==> src/sv/ipf_pkg.sv <==
`default_nettype none
package ipf_pkg;

    localparam int ADDR_W = 128;
    localparam int HALF_W = 64;
    localparam int V4_W   = 32;
    localparam int MASK_W = 8;

    localparam logic [MASK_W-1:0] V4_MAX_LEN = 8'd32;
    localparam logic [MASK_W-1:0] V6_MAX_LEN = 8'd128;

    typedef enum logic [2:0] {
        OP_EQUAL    = 3'd0,
        OP_NEQUAL   = 3'd1,
        OP_LOWER    = 3'd2,
        OP_HIGHER   = 3'd3,
        OP_WITHIN   = 3'd4,
        OP_CONTAINS = 3'd5
    } t_op;

    typedef enum logic [1:0] {
        REL_NOMATCH  = 2'd0,
        REL_EQUALS   = 2'd1,
        REL_INCLUDED = 2'd2,
        REL_INCLUDES = 2'd3
    } t_rel;

    // after alignment: both addresses left-aligned to 128 bits
    typedef struct packed {
        t_op               op;
        logic              err;
        logic              same;
        logic [ADDR_W-1:0] t_addr;
        logic [ADDR_W-1:0] r_addr;
        logic [MASK_W-1:0] min_len;
        logic              t_lt;
        logic              t_gt;
    } t_s1;

    // after compare: addresses are dropped; only the operator and flags remain
    typedef struct packed {
        t_op  op;
        logic err;
        logic same;
        logic t_lt;
        logic t_gt;
        logic top_eq;
        logic hi_eq;
        logic hi_lt;
        logic lo_eq;
        logic lo_lt;
    } t_s2;

endpackage
`default_nettype wire

==> src/sv/ipf_if.sv <==
`default_nettype none
interface ipf_req_if;
    logic                         valid;
    logic                         ready;
    logic [2:0]                   req_type;
    logic                         test_is_v6;
    logic [ipf_pkg::HALF_W-1:0]   test_addr_hi;
    logic [ipf_pkg::HALF_W-1:0]   test_addr_lo;
    logic [ipf_pkg::MASK_W-1:0]   test_mask;
    logic                         ref_is_v6;
    logic [ipf_pkg::HALF_W-1:0]   ref_addr_hi;
    logic [ipf_pkg::HALF_W-1:0]   ref_addr_lo;
    logic [ipf_pkg::MASK_W-1:0]   ref_mask;

    modport source (
        output valid, req_type, test_is_v6, test_addr_hi, test_addr_lo, test_mask,
               ref_is_v6, ref_addr_hi, ref_addr_lo, ref_mask,
        input  ready
    );
    modport sink (
        input  valid, req_type, test_is_v6, test_addr_hi, test_addr_lo, test_mask,
               ref_is_v6, ref_addr_hi, ref_addr_lo, ref_mask,
        output ready
    );
endinterface

interface ipf_res_if;
    logic valid;
    logic ready;
    logic verdict;
    logic error;

    modport source (output valid, verdict, error, input ready);
    modport sink (input valid, verdict, error, output ready);
endinterface
`default_nettype wire

==> src/sv/ipf_align.sv <==
`default_nettype none
module ipf_align (
    input  wire logic         i_clk,
    input  wire logic         i_rst_n,
    ipf_req_if.sink           i_req,
    output ipf_pkg::t_s1      o_data,
    output logic              o_valid,
    input  wire logic         i_ready
);
    logic         r_valid;
    ipf_pkg::t_s1 r_data;
    ipf_pkg::t_s1 n_data;
    logic         accept;

    assign i_req.ready = !r_valid || i_ready;
    assign accept      = i_req.valid && i_req.ready;

    always_comb begin
        n_data.op   = ipf_pkg::t_op'(i_req.req_type);
        n_data.same = (i_req.test_is_v6 == i_req.ref_is_v6);
        n_data.err  = (i_req.req_type > ipf_pkg::OP_CONTAINS)
                   || (i_req.test_mask > (i_req.test_is_v6 ? ipf_pkg::V6_MAX_LEN
                                                            : ipf_pkg::V4_MAX_LEN))
                   || (i_req.ref_mask > (i_req.ref_is_v6 ? ipf_pkg::V6_MAX_LEN
                                                          : ipf_pkg::V4_MAX_LEN));
        // ipv4 goes to the top 32 bits so both families share one compare
        if (i_req.test_is_v6) begin
            n_data.t_addr = {i_req.test_addr_hi, i_req.test_addr_lo};
        end else begin
            n_data.t_addr = {i_req.test_addr_lo[ipf_pkg::V4_W-1:0],
                             {(ipf_pkg::ADDR_W-ipf_pkg::V4_W){1'b0}}};
        end
        if (i_req.ref_is_v6) begin
            n_data.r_addr = {i_req.ref_addr_hi, i_req.ref_addr_lo};
        end else begin
            n_data.r_addr = {i_req.ref_addr_lo[ipf_pkg::V4_W-1:0],
                             {(ipf_pkg::ADDR_W-ipf_pkg::V4_W){1'b0}}};
        end
        n_data.t_lt    = (i_req.test_mask < i_req.ref_mask);
        n_data.t_gt    = (i_req.test_mask > i_req.ref_mask);
        n_data.min_len = n_data.t_lt ? i_req.test_mask : i_req.ref_mask;
    end

    always_ff @(posedge i_clk) begin
        if (!i_rst_n) begin
            r_valid <= 1'b0;
        end else if (i_req.ready) begin
            r_valid <= i_req.valid;
        end
    end

    always_ff @(posedge i_clk) begin
        if (accept) begin
            r_data <= n_data;
        end
    end

    assign o_valid = r_valid;
    assign o_data  = r_data;

endmodule
`default_nettype wire

==> src/sv/ipf_compare.sv <==
`default_nettype none
module ipf_compare (
    input  wire logic          i_clk,
    input  wire logic          i_rst_n,
    input  wire ipf_pkg::t_s1  i_data,
    input  wire logic          i_valid,
    output logic               o_ready,
    output ipf_pkg::t_s2       o_data,
    output logic               o_valid,
    input  wire logic          i_ready
);
    logic                       r_valid;
    ipf_pkg::t_s2               r_data;
    ipf_pkg::t_s2               n_data;
    logic [ipf_pkg::ADDR_W-1:0] pmask;
    logic [ipf_pkg::ADDR_W-1:0] diff;
    logic [ipf_pkg::HALF_W-1:0] t_hi, t_lo, r_hi, r_lo;

    assign o_ready = !r_valid || i_ready;

    assign t_hi = i_data.t_addr[ipf_pkg::ADDR_W-1:ipf_pkg::HALF_W];
    assign t_lo = i_data.t_addr[ipf_pkg::HALF_W-1:0];
    assign r_hi = i_data.r_addr[ipf_pkg::ADDR_W-1:ipf_pkg::HALF_W];
    assign r_lo = i_data.r_addr[ipf_pkg::HALF_W-1:0];

    // the leading min_len bits are set; zero length compares nothing
    always_comb begin
        for (int i = 0; i < ipf_pkg::ADDR_W; i++) begin
            pmask[ipf_pkg::ADDR_W-1-i] = (ipf_pkg::MASK_W'(i) < i_data.min_len);
        end
    end

    assign diff = i_data.t_addr ^ i_data.r_addr;

    always_comb begin
        n_data.op     = i_data.op;
        n_data.err    = i_data.err;
        n_data.same   = i_data.same;
        n_data.t_lt   = i_data.t_lt;
        n_data.t_gt   = i_data.t_gt;
        n_data.top_eq = ((diff & pmask) == '0);
        n_data.hi_eq  = (t_hi == r_hi);
        n_data.hi_lt  = (t_hi < r_hi);
        n_data.lo_eq  = (t_lo == r_lo);
        n_data.lo_lt  = (t_lo < r_lo);
    end

    always_ff @(posedge i_clk) begin
        if (!i_rst_n) begin
            r_valid <= 1'b0;
        end else if (o_ready) begin
            r_valid <= i_valid;
        end
    end

    always_ff @(posedge i_clk) begin
        if (i_valid && o_ready) begin
            r_data <= n_data;
        end
    end

    assign o_valid = r_valid;
    assign o_data  = r_data;

endmodule
`default_nettype wire

==> src/sv/ipf_decide.sv <==
`default_nettype none
module ipf_decide (
    input  wire logic          i_clk,
    input  wire logic          i_rst_n,
    input  wire ipf_pkg::t_s2  i_data,
    input  wire logic          i_valid,
    output logic               o_ready,
    ipf_res_if.source          o_res
);
    logic          r_valid;
    logic          r_verdict;
    logic          r_error;
    logic          n_verdict;
    logic          n_error;
    logic          lower;
    ipf_pkg::t_rel rel;

    assign o_ready = !r_valid || o_res.ready;

    always_comb begin
        if (!i_data.same || !i_data.top_eq) begin
            rel = ipf_pkg::REL_NOMATCH;
        end else if (i_data.t_gt) begin
            rel = ipf_pkg::REL_INCLUDED;
        end else if (i_data.t_lt) begin
            rel = ipf_pkg::REL_INCLUDES;
        end else begin
            rel = ipf_pkg::REL_EQUALS;
        end
    end

    // equal addresses: the shorter mask sorts first
    always_comb begin
        priority if (i_data.hi_eq && i_data.lo_eq) begin
            lower = i_data.t_lt;
        end else if (!i_data.hi_eq) begin
            lower = i_data.hi_lt;
        end else begin
            lower = i_data.lo_lt;
        end
    end

    always_comb begin
        n_verdict = 1'b0;
        n_error   = i_data.err;
        if (!i_data.err) begin
            unique case (i_data.op)
                ipf_pkg::OP_EQUAL:    n_verdict = (rel == ipf_pkg::REL_EQUALS);
                ipf_pkg::OP_NEQUAL:   n_verdict = (rel != ipf_pkg::REL_EQUALS);
                ipf_pkg::OP_LOWER: begin
                    n_error   = !i_data.same;
                    n_verdict = i_data.same && lower;
                end
                ipf_pkg::OP_HIGHER:   n_verdict = i_data.same && !lower
                                                  && (rel != ipf_pkg::REL_EQUALS);
                ipf_pkg::OP_WITHIN:   n_verdict = (rel == ipf_pkg::REL_INCLUDED)
                                                  || (rel == ipf_pkg::REL_EQUALS);
                ipf_pkg::OP_CONTAINS: n_verdict = (rel == ipf_pkg::REL_INCLUDES)
                                                  || (rel == ipf_pkg::REL_EQUALS);
                default:              n_error   = 1'b1;
            endcase
        end
    end

    always_ff @(posedge i_clk) begin
        if (!i_rst_n) begin
            r_valid <= 1'b0;
        end else if (o_ready) begin
            r_valid <= i_valid;
        end
    end

    always_ff @(posedge i_clk) begin
        if (i_valid && o_ready) begin
            r_verdict <= n_verdict;
            r_error   <= n_error;
        end
    end

    assign o_res.valid   = r_valid;
    assign o_res.verdict = r_verdict;
    assign o_res.error   = r_error;

    a_err_no_verdict: assert property (@(posedge i_clk) disable iff (!i_rst_n)
        r_valid && r_error |-> !r_verdict)
        else $error("verdict set together with error");

    a_early_err_kept: assert property (@(posedge i_clk) disable iff (!i_rst_n)
        i_valid && o_ready && i_data.err |=> r_valid && r_error)
        else $error("error flagged upstream lost in final stage");

endmodule
`default_nettype wire

==> src/sv/ip_prefix_filter.sv <==
// ip_prefix_filter: ipv4/ipv6 prefix relation test
// i_req carries an operator plus a test and a reference prefix (family, 128-bit
// address as hi/lo words, mask length); o_res returns one word per request
// with a verdict bit and an error bit. verdict is always 0 when error is 1.
// both channels use valid/ready; a word moves when both are high.
// pipeline: align (family left-align, mask checks, shorter mask) ->
// compare (masked prefix compare, 64-bit address compares) ->
// decide (relation, operator, output register).
// each request is registered in align, compare and decide in turn; o_res.valid
// rises once it sits in decide. throughput: one request per cycle while
// o_res.ready is high; every stage holds a valid bit and takes a new word
// when it is empty or its word moves on at the same edge.
// when the receiver holds o_res.ready low the words back up stage by stage;
// i_req.ready drops only once all three stages are full, nothing is dropped.
// reset (i_rst_n low, synchronous) clears all valid bits; the pipeline is
// empty and i_req.ready is high in the first cycle after reset.
`default_nettype none
module ip_prefix_filter (
    input  wire logic i_clk,
    input  wire logic i_rst_n,
    ipf_req_if.sink   i_req,
    ipf_res_if.source o_res
);
    ipf_pkg::t_s1 s1_data;
    logic         s1_valid;
    logic         s1_ready;
    ipf_pkg::t_s2 s2_data;
    logic         s2_valid;
    logic         s2_ready;

    ipf_align u_align (
        .i_clk   (i_clk),
        .i_rst_n (i_rst_n),
        .i_req   (i_req),
        .o_data  (s1_data),
        .o_valid (s1_valid),
        .i_ready (s1_ready)
    );

    ipf_compare u_compare (
        .i_clk   (i_clk),
        .i_rst_n (i_rst_n),
        .i_data  (s1_data),
        .i_valid (s1_valid),
        .o_ready (s1_ready),
        .o_data  (s2_data),
        .o_valid (s2_valid),
        .i_ready (s2_ready)
    );

    ipf_decide u_decide (
        .i_clk   (i_clk),
        .i_rst_n (i_rst_n),
        .i_data  (s2_data),
        .i_valid (s2_valid),
        .o_ready (s2_ready),
        .o_res   (o_res)
    );

    a_reset_empty: assert property (@(posedge i_clk)
        !i_rst_n |=> !o_res.valid && !s1_valid && !s2_valid)
        else $error("pipeline not empty after reset");

endmodule
`default_nettype wire
==> src/flat_wrapper.sv <==
// flat-port wrapper written by rule: the top's interface ports become plain ports
module ip_prefix_filter_flat 
  (i_clk, i_rst_n, i_req_valid, i_req_req_type, i_req_test_is_v6, i_req_test_addr_hi, i_req_test_addr_lo, i_req_test_mask, i_req_ref_is_v6, i_req_ref_addr_hi, i_req_ref_addr_lo, i_req_ref_mask, i_req_ready, o_res_valid, o_res_verdict, o_res_error, o_res_ready);
  ipf_req_if i_req_i ();
  ipf_res_if o_res_i ();
  input  wire logic i_clk;
  input  wire logic i_rst_n;
  input wire logic [$bits(i_req_i.valid)-1:0] i_req_valid;
  input wire logic [$bits(i_req_i.req_type)-1:0] i_req_req_type;
  input wire logic [$bits(i_req_i.test_is_v6)-1:0] i_req_test_is_v6;
  input wire logic [$bits(i_req_i.test_addr_hi)-1:0] i_req_test_addr_hi;
  input wire logic [$bits(i_req_i.test_addr_lo)-1:0] i_req_test_addr_lo;
  input wire logic [$bits(i_req_i.test_mask)-1:0] i_req_test_mask;
  input wire logic [$bits(i_req_i.ref_is_v6)-1:0] i_req_ref_is_v6;
  input wire logic [$bits(i_req_i.ref_addr_hi)-1:0] i_req_ref_addr_hi;
  input wire logic [$bits(i_req_i.ref_addr_lo)-1:0] i_req_ref_addr_lo;
  input wire logic [$bits(i_req_i.ref_mask)-1:0] i_req_ref_mask;
  output wire logic [$bits(i_req_i.ready)-1:0] i_req_ready;
  output wire logic [$bits(o_res_i.valid)-1:0] o_res_valid;
  output wire logic [$bits(o_res_i.verdict)-1:0] o_res_verdict;
  output wire logic [$bits(o_res_i.error)-1:0] o_res_error;
  input wire logic [$bits(o_res_i.ready)-1:0] o_res_ready;
  assign i_req_i.valid = i_req_valid;
  assign i_req_i.req_type = i_req_req_type;
  assign i_req_i.test_is_v6 = i_req_test_is_v6;
  assign i_req_i.test_addr_hi = i_req_test_addr_hi;
  assign i_req_i.test_addr_lo = i_req_test_addr_lo;
  assign i_req_i.test_mask = i_req_test_mask;
  assign i_req_i.ref_is_v6 = i_req_ref_is_v6;
  assign i_req_i.ref_addr_hi = i_req_ref_addr_hi;
  assign i_req_i.ref_addr_lo = i_req_ref_addr_lo;
  assign i_req_i.ref_mask = i_req_ref_mask;
  assign i_req_ready = i_req_i.ready;
  assign o_res_valid = o_res_i.valid;
  assign o_res_verdict = o_res_i.verdict;
  assign o_res_error = o_res_i.error;
  assign o_res_i.ready = o_res_ready;
  ip_prefix_filter u_core (.i_clk(i_clk), .i_rst_n(i_rst_n), .i_req(i_req_i), .o_res(o_res_i));
endmodule
==> config.mk <==
export PLATFORM = sky130hd
export DESIGN_NAME = ip_prefix_filter_flat
export DESIGN_NICKNAME = d
export VERILOG_FILES = /design/src/sv/ipf_pkg.sv /design/src/sv/ipf_if.sv /design/src/sv/ipf_align.sv /design/src/sv/ipf_compare.sv /design/src/sv/ipf_decide.sv /design/src/sv/ip_prefix_filter.sv /design/src/flat_wrapper.sv
export SDC_FILE = /design/constraint.sdc
export NUM_CORES = 1
export LEC_CHECK = 0
export ABC_CLOCK_PERIOD_IN_PS = 7200
export BUFFER_PORTS_ARGS = -buffer_cell sky130_fd_sc_hd__buf_4
export CORE_ASPECT_RATIO = 2
export CORE_MARGIN = 2
export CORE_UTILIZATION = 51
export DETAILED_ROUTE_END_ITERATION = 10
export PLACE_DENSITY = 0.86
export RECOVER_POWER = 50
export SLEW_MARGIN = 20
export SYNTH_ARGS = -nofsm -noshare
export SYNTH_HDL_FRONTEND = slang
export SYNTH_HIERARCHICAL = 1
export SYNTH_SLANG_ARGS = --single-unit
export TNS_END_PERCENT = 30
==> constraint.sdc <==
create_clock -name i_clk -period 7.2 [get_ports i_clk]
set_input_delay 0.36 -clock i_clk [delete_from_list [all_inputs] [get_ports i_clk]]
set_output_delay 0.36 -clock i_clk [all_outputs]
set_load 0.05 [all_outputs]
Word level (Yosys, flattened, before mapping). Cells that the tools add are included.

Flip-flop bits (word level): 288. Word-level logic and storage cells: 210.

Mux-type cells: 12. Reduce and logical (&&, ||, !) cells: 24. Equality and inequality tests: 12. Bitwise gates (word level): 2. Magnitude comparators: 135.

Operator list (number): 7-bit by 8-bit < comparator with 1-bit output, first input constant (64); 6-bit by 8-bit < comparator with 1-bit output, first input constant (32); 128-bit 2-to-1 mux (2); 128-bit AND (1); 64-bit equality test (2); 128-bit zero test (1); 5-bit by 8-bit < comparator with 1-bit output, first input constant (16); 64-bit < comparator (2); 128-bit XOR (1); 4-bit by 8-bit < comparator with 1-bit output, first input constant (8); 3-bit by 8-bit < comparator with 1-bit output, first input constant (4); 8-bit greater-than comparator (3); 8-bit 2-to-1 mux (3); 1-bit by 8-bit < comparator with 1-bit output, first input constant (2); 2-bit by 8-bit < comparator with 1-bit output, first input constant (2); 1-bit logical OR (8); 8-bit < comparator (1); 1-bit logical AND (7); 3-bit by 2-bit equality test with 1-bit output, second input constant (2); 3-bit equality test, second input constant (2); 1-bit zero test (6); 2-bit 2-to-1 mux (3); 1-bit one-hot mux with 6 select lines (1); 5-bit OR reduction (1); other kinds (9) (11).

Depth between registers and ports, before layout.
Word-level depth: 6. Depth in mapped cells: 11. Mapped depth without buffers: 10.

Hierarchy. The synthesis kept the hierarchy.

By module, submodules not included: ipf_align (area an instance 10689.0 um2, instances 1, sequential area each 8157.8 um2, cells each 616); ipf_compare (area an instance 5048.6 um2, instances 1, sequential area each 380.4 um2, cells each 712); ipf_decide (area an instance 237.7 um2, instances 1, sequential area each 80.1 um2, cells each 27).

Least setup slack after synthesis. OpenSTA, ideal clock, no wires.

Path kind: reg2reg. Start: register u_core.u_decide.r_valid (netlist: u_core/u_decide/o_res.valid). End: register u_core.u_align.r_data, in the netlist u_core/u_align/o_data[0] (enable). Required time: 6535 ps. Cell stages (with the launch flop): 5. Setup slack: -891 ps. Data arrival time: 7425 ps. Path buffers: 0. Cell sequence: dfxtp_1 > nand2b_1 > nand2b_1 > nand2b_1 > and2_1.

Word-level cells in the longest chain between the ends: 5.

RTL lines: from (decl) (line ipf_decide.sv:10) `logic r_valid;`; from (signal assigned) (line ipf_decide.sv:69) `r_valid <= i_valid;`; 1-bit zero test (line ipf_decide.sv:18) `assign o_ready = !r_valid || o_res.ready;`; 1-bit logical OR (line ipf_decide.sv:18); net u_core.s2_ready (line ip_prefix_filter.sv:29) `logic s2_ready;`; 1-bit logical OR (line ipf_compare.sv:19) `assign o_ready = !r_valid || i_ready;`; net u_core.s1_ready (line ip_prefix_filter.sv:26) `logic s1_ready;`; 1-bit logical OR (line ipf_align.sv:15) `assign i_req.ready = !r_valid || i_ready;`; net i_req_ready (line flat_wrapper.sv:18) `output wire logic [$bits(i_req_i.ready)-1:0] i_req_ready;`; 1-bit logical AND (line ipf_align.sv:16) `assign accept = i_req.valid && i_req.ready;`; net u_core.u_align.accept (line ipf_align.sv:13) `logic accept;`; to (signal assigned) (line ipf_align.sv:54) `r_data <= n_data;`; to (decl) (line ipf_align.sv:11) `ipf_pkg::t_s1 r_data;`.

The timed path passes the listed nets, and every way through them passes these cells. A chain may end at the register's enable or synchronous reset.

==> impl_metrics.py <==
metrics = {
    "cts": {
        "ctsLongestPathBuffers": 3,
        "clk_pin_slew_worst_paths_ns": 0.07,
        "cts_buffers": 26,
        "clock_latency_ns": 0.55,
        "cts.sink_count": 288,
        "cts_max_level": 1,
        "clockRootBuffer": "sky130_fd_sc_hd__clkbuf_16",
        "post_cts.resized_instances": 0,
        "cts_tree": "done",
    },
    "synth": {
        "syn-mean-instance-area_sq_um": 11.8,
        "async_reset_ff_share_pct": 0,
        "post_synth_main_area_contributors": "sky130_fd_sc_hd__edfxtp_1 (54%), sky130_fd_sc_hd__ha_1 (11%), sky130_fd_sc_hd__and2_1 (7.7%)",
        "post-synth-top-area-fraction_pct": 53.6,
        "synthesized_instance_count": 1355,
        "yosysUniqueCellTypes": 69,
        "ys_top_cells_by_count": "sky130_fd_sc_hd__edfxtp_1 (285), sky130_fd_sc_hd__and2_1 (197), sky130_fd_sc_hd__inv_1 (153), sky130_fd_sc_hd__ha_1 (140), sky130_fd_sc_hd__a21oi_1 (112)",
        "ys_dominant_reg_cell": "sky130_fd_sc_hd__edfxtp_1",
        "post-synth-top-count-cell": "sky130_fd_sc_hd__edfxtp_1",
        "ys_seq_area_share_pct": 53.9,
        "synthesis.area_sq_um": 16000,
        "ys_seq_elements": 288,
        "yosysWarningCount": 6,
        "mappedNetlistNets": 1776,
        "yosysTopAreaCell": "sky130_fd_sc_hd__edfxtp_1",
        "synth_enable_flop_cells": 285,
    },
    "power_and_ir_drop": {
        "power.ir.vdd_worst_v": 0.000187,
        "p_per_area_nw_per_um2": 208,
        "total_leakage_power_uw": 0.00825,
    },
    "floorplan": {
        "floorplan.die_area_sq_um": 32800,
        "ioPinCount": 285,
        "start_util_pct": 51.8,
        "floorplan.core_area_sq_um": 30900,
        "die_x_um": 129,
        "floorplan.die.height_um": 254,
        "count_of_standard_cell_rows": 91,
    },
    "detailed_routing": {
        "ant_nets": 0,
        "routed-via-count": 11600,
        "drt_drc_violations_left": 0,
        "wirelength_routed_um": 44500,
        "drtIter0Drc": 821,
        "routed_wire_length_per_instance_um": 21.5,
        "routed_via_density": 5.63,
        "detail_route.first_pass.iterations": 6,
    },
    "cells_and_area": {
        "final_core_utilization_pct": 62.3,
        "post_route_cells_drive_above_1_share_pct": 24.1,
        "n_fill_cell": 2367,
        "syn_to_final_growth_pct": 20.4,
        "nets": 2051,
    },
    "global_route": {
        "grt.overflow.total": 0,
        "grt_start_max_net_pins": 135,
        "grt_pass1_vias": 12200,
        "gr_usage_total_pct": 26.8,
        "wire_length_of_the_first_global_routing_pass_um": 65900,
        "antenna_found_initial": 1,
    },
    "sta": {
        "finalHoldViolCount": 0,
        "rsz_0062_raised_after_global_routing": "no",
        "worst_slack_ns": 2.54,
        "total_negative_slack_for_setup_checks_ns": 0,
        "worst-slew-pin-transition_ns": 3.27,
        "final_min_period_over_clock_period_pct": 64.7,
        "layout_min_cycle_time_ns": 4.66,
        "fmaxAchievable_ghz": 0.215,
        "finClkSkew_ns": 0.0144,
        "setup-violations-final": 0,
        "worst_slew_margin_rel_pct": -118,
        "slew_viol_final": 201,
    },
    "min_path": {
        "hold_depth": 3,
        "min-delay-path-class": "in -> reg",
        "timing.hold.worst_endpoint": "u_core/u_align/o_valid",
        "hp-start": "i_req_valid",
    },
    "setup_path": {
        "r2r-start": "u_core/u_align/o_data[4]",
        "crit_fanout": 79,
        "r2r_slack_ns": 3.86,
        "timing.critical_path.arrival_ns": 4.95,
        "critical_path_sink_type": "register",
        "r2r.worst_path.cells": 7,
        "type_of_element_launching_the_critical_path": "input pin",
        "cp.required_ns": 7.48,
        "critical_path.reg2reg.endpoint": "u_core/u_compare/o_data[4]",
        "worstSetupPathType": "in -> reg",
    },
    "place": {
        "hpwl_um": 34100,
        "dpl_worst_slack_ns": 3.99,
        "gpl.final_weighted_congestion": 0.924,
        "placement.io_buffers": 284,
    },
    "flow_run": {
        "drv.max_cap_violation_count": 3,
    },
    "status": {
        "failed_checks": "max-capacitance violations, max-slew violations",
        "run_status": "finished, violations left",
    },
}
## critical path, cell delays in order
cell and delay [ns]:
sky130_fd_sc_hd__clkbuf_1 1.59, sky130_fd_sc_hd__clkbuf_1 2.41, sky130_fd_sc_hd__mux2_2 0.54
## routing by layer
metal	global-route usage [%]	routed length, um
met4	15.0	2640
met3	2.56	2050
met1	27.2	14700
met5	0	0
met2	52.0	25100
## stage by stage
| step | cells | hold slack (ns) | area (sq um) | total power (uW) |
|---|---|---|---|---|
| detailed placement | 2017 | 0.410 | 18500 | 2750 |
| global placement | 2017 | 0.404 | 18500 | 2740 |
| finish | 2064 | 0.0776 | 19200 | 4000 |
| global route | 2064 | 0.0868 | 19200 | 4140 |
| floorplan | 1355 | 0.400 | 16000 | 2440 |
| CTS | 2063 | 0.0575 | 19300 | 4020 |
## cell usage in the layout, fill, tap and decap left out, types with 5 or more instances in the layout
cell type / netlist / final
sky130_fd_sc_hd__nor3_1: 7 / 7
sky130_fd_sc_hd__a2111oi_0: 5 / 5
sky130_fd_sc_hd__and2_0: 0 / 132
sky130_fd_sc_hd__buf_4: 4 / 278
sky130_fd_sc_hd__nand2b_1: 8 / 8
sky130_fd_sc_hd__o22ai_1: 8 / 8
sky130_fd_sc_hd__o211ai_1: 4 / 5
sky130_fd_sc_hd__nor4_1: 13 / 13
sky130_fd_sc_hd__clkinv_2: 0 / 6
sky130_fd_sc_hd__and2_1: 197 / 64
sky130_fd_sc_hd__clkbuf_1: 26 / 12
sky130_fd_sc_hd__nand3_1: 12 / 12
sky130_fd_sc_hd__mux2_4: 7 / 7
sky130_fd_sc_hd__clkbuf_16: 0 / 27
sky130_fd_sc_hd__nand2_1: 37 / 37
sky130_fd_sc_hd__nor2b_1: 5 / 6
sky130_fd_sc_hd__a22oi_1: 7 / 7
sky130_fd_sc_hd__and3_1: 6 / 6
sky130_fd_sc_hd__a21oi_1: 112 / 112
sky130_fd_sc_hd__nand4_1: 33 / 33
sky130_fd_sc_hd__mux2_1: 0 / 6
sky130_fd_sc_hd__edfxtp_1: 285 / 285
sky130_fd_sc_hd__a21o_1: 55 / 55
sky130_fd_sc_hd__o21ai_0: 40 / 40
sky130_fd_sc_hd__inv_1: 153 / 153
sky130_fd_sc_hd__ha_1: 140 / 140
sky130_fd_sc_hd__mux2_2: 64 / 58
sky130_fd_sc_hd__nor2_1: 36 / 36
## repair_timing
action	in CTS	in global routing
setup buffers	0	0
hold buffers	3	0
endpoints found under the hold margin	3	0
## worst max-delay path by stage
stage,cells past startpoint,to,start,slack [ns]
floorplan,4,u_core/u_align/o_data[0],u_core/u_decide/o_res.valid,2.11
global placement,7,u_core/u_compare/o_data[4],u_core/u_align/o_data[4],4.02
detailed placement,7,u_core/u_compare/o_data[4],u_core/u_align/o_data[4],3.99
CTS,8,u_core/u_compare/o_data[4],u_core/u_align/o_data[3],3.92
global route,3,u_core/u_align/o_data[107],i_req_ref_is_v6,2.13
finish,3,u_core/u_align/o_data[107],i_req_ref_is_v6,2.54
## power by group
part	leakage (uW)	switching [uW]	internal [uW]	total, uW
clock network	0.000374	594	681	1270
logic	0.00499	390	323	713
registers	0.00288	47.5	1970	2010
## logic make-up (layout without fill, tap and decap cells)
logic type | count (synthesis) | after routing | synth area share (%)
other | 0 | 1 | 0
xor gates and xnor gates | 1 | 1 | 0.0548
DFF | 288 | 288 | 53.9
buffers and inverters | 199 | 489 | 4.89
and+or+nand+nor | 377 | 377 | 14.0
adders and majority gates | 142 | 142 | 11.1
AOI/OAI and AO/OA | 275 | 275 | 10.8
muxes | 73 | 73 | 5.29
## area by class of cell
class                   instances  area, sq um  area share [%]
clock inverters                12         66.3           0.345
clock buffers                  31          691            3.59
diodes                          1         2.50          0.0130
repair buffers                292         2180            11.3
well taps                     418          523            2.72
multi-input cells             868         6570            34.2
flip-flops and latches        288         8620            44.8
inverters                     154          578            3.01
## registers in the layout, summed over array words and instances (netlist names)
signal                         cells
u_core/u_decide/o_res.valid        1
u_core/u_decide/o_res.verdict      1
u_core/u_compare/o_valid           1
u_core/u_compare/o_data           12
u_core/u_align/o_valid             1
u_core/u_align/o_data            271
u_core/u_decide/o_res.error        1
Power figures use the tool's default switching activity.
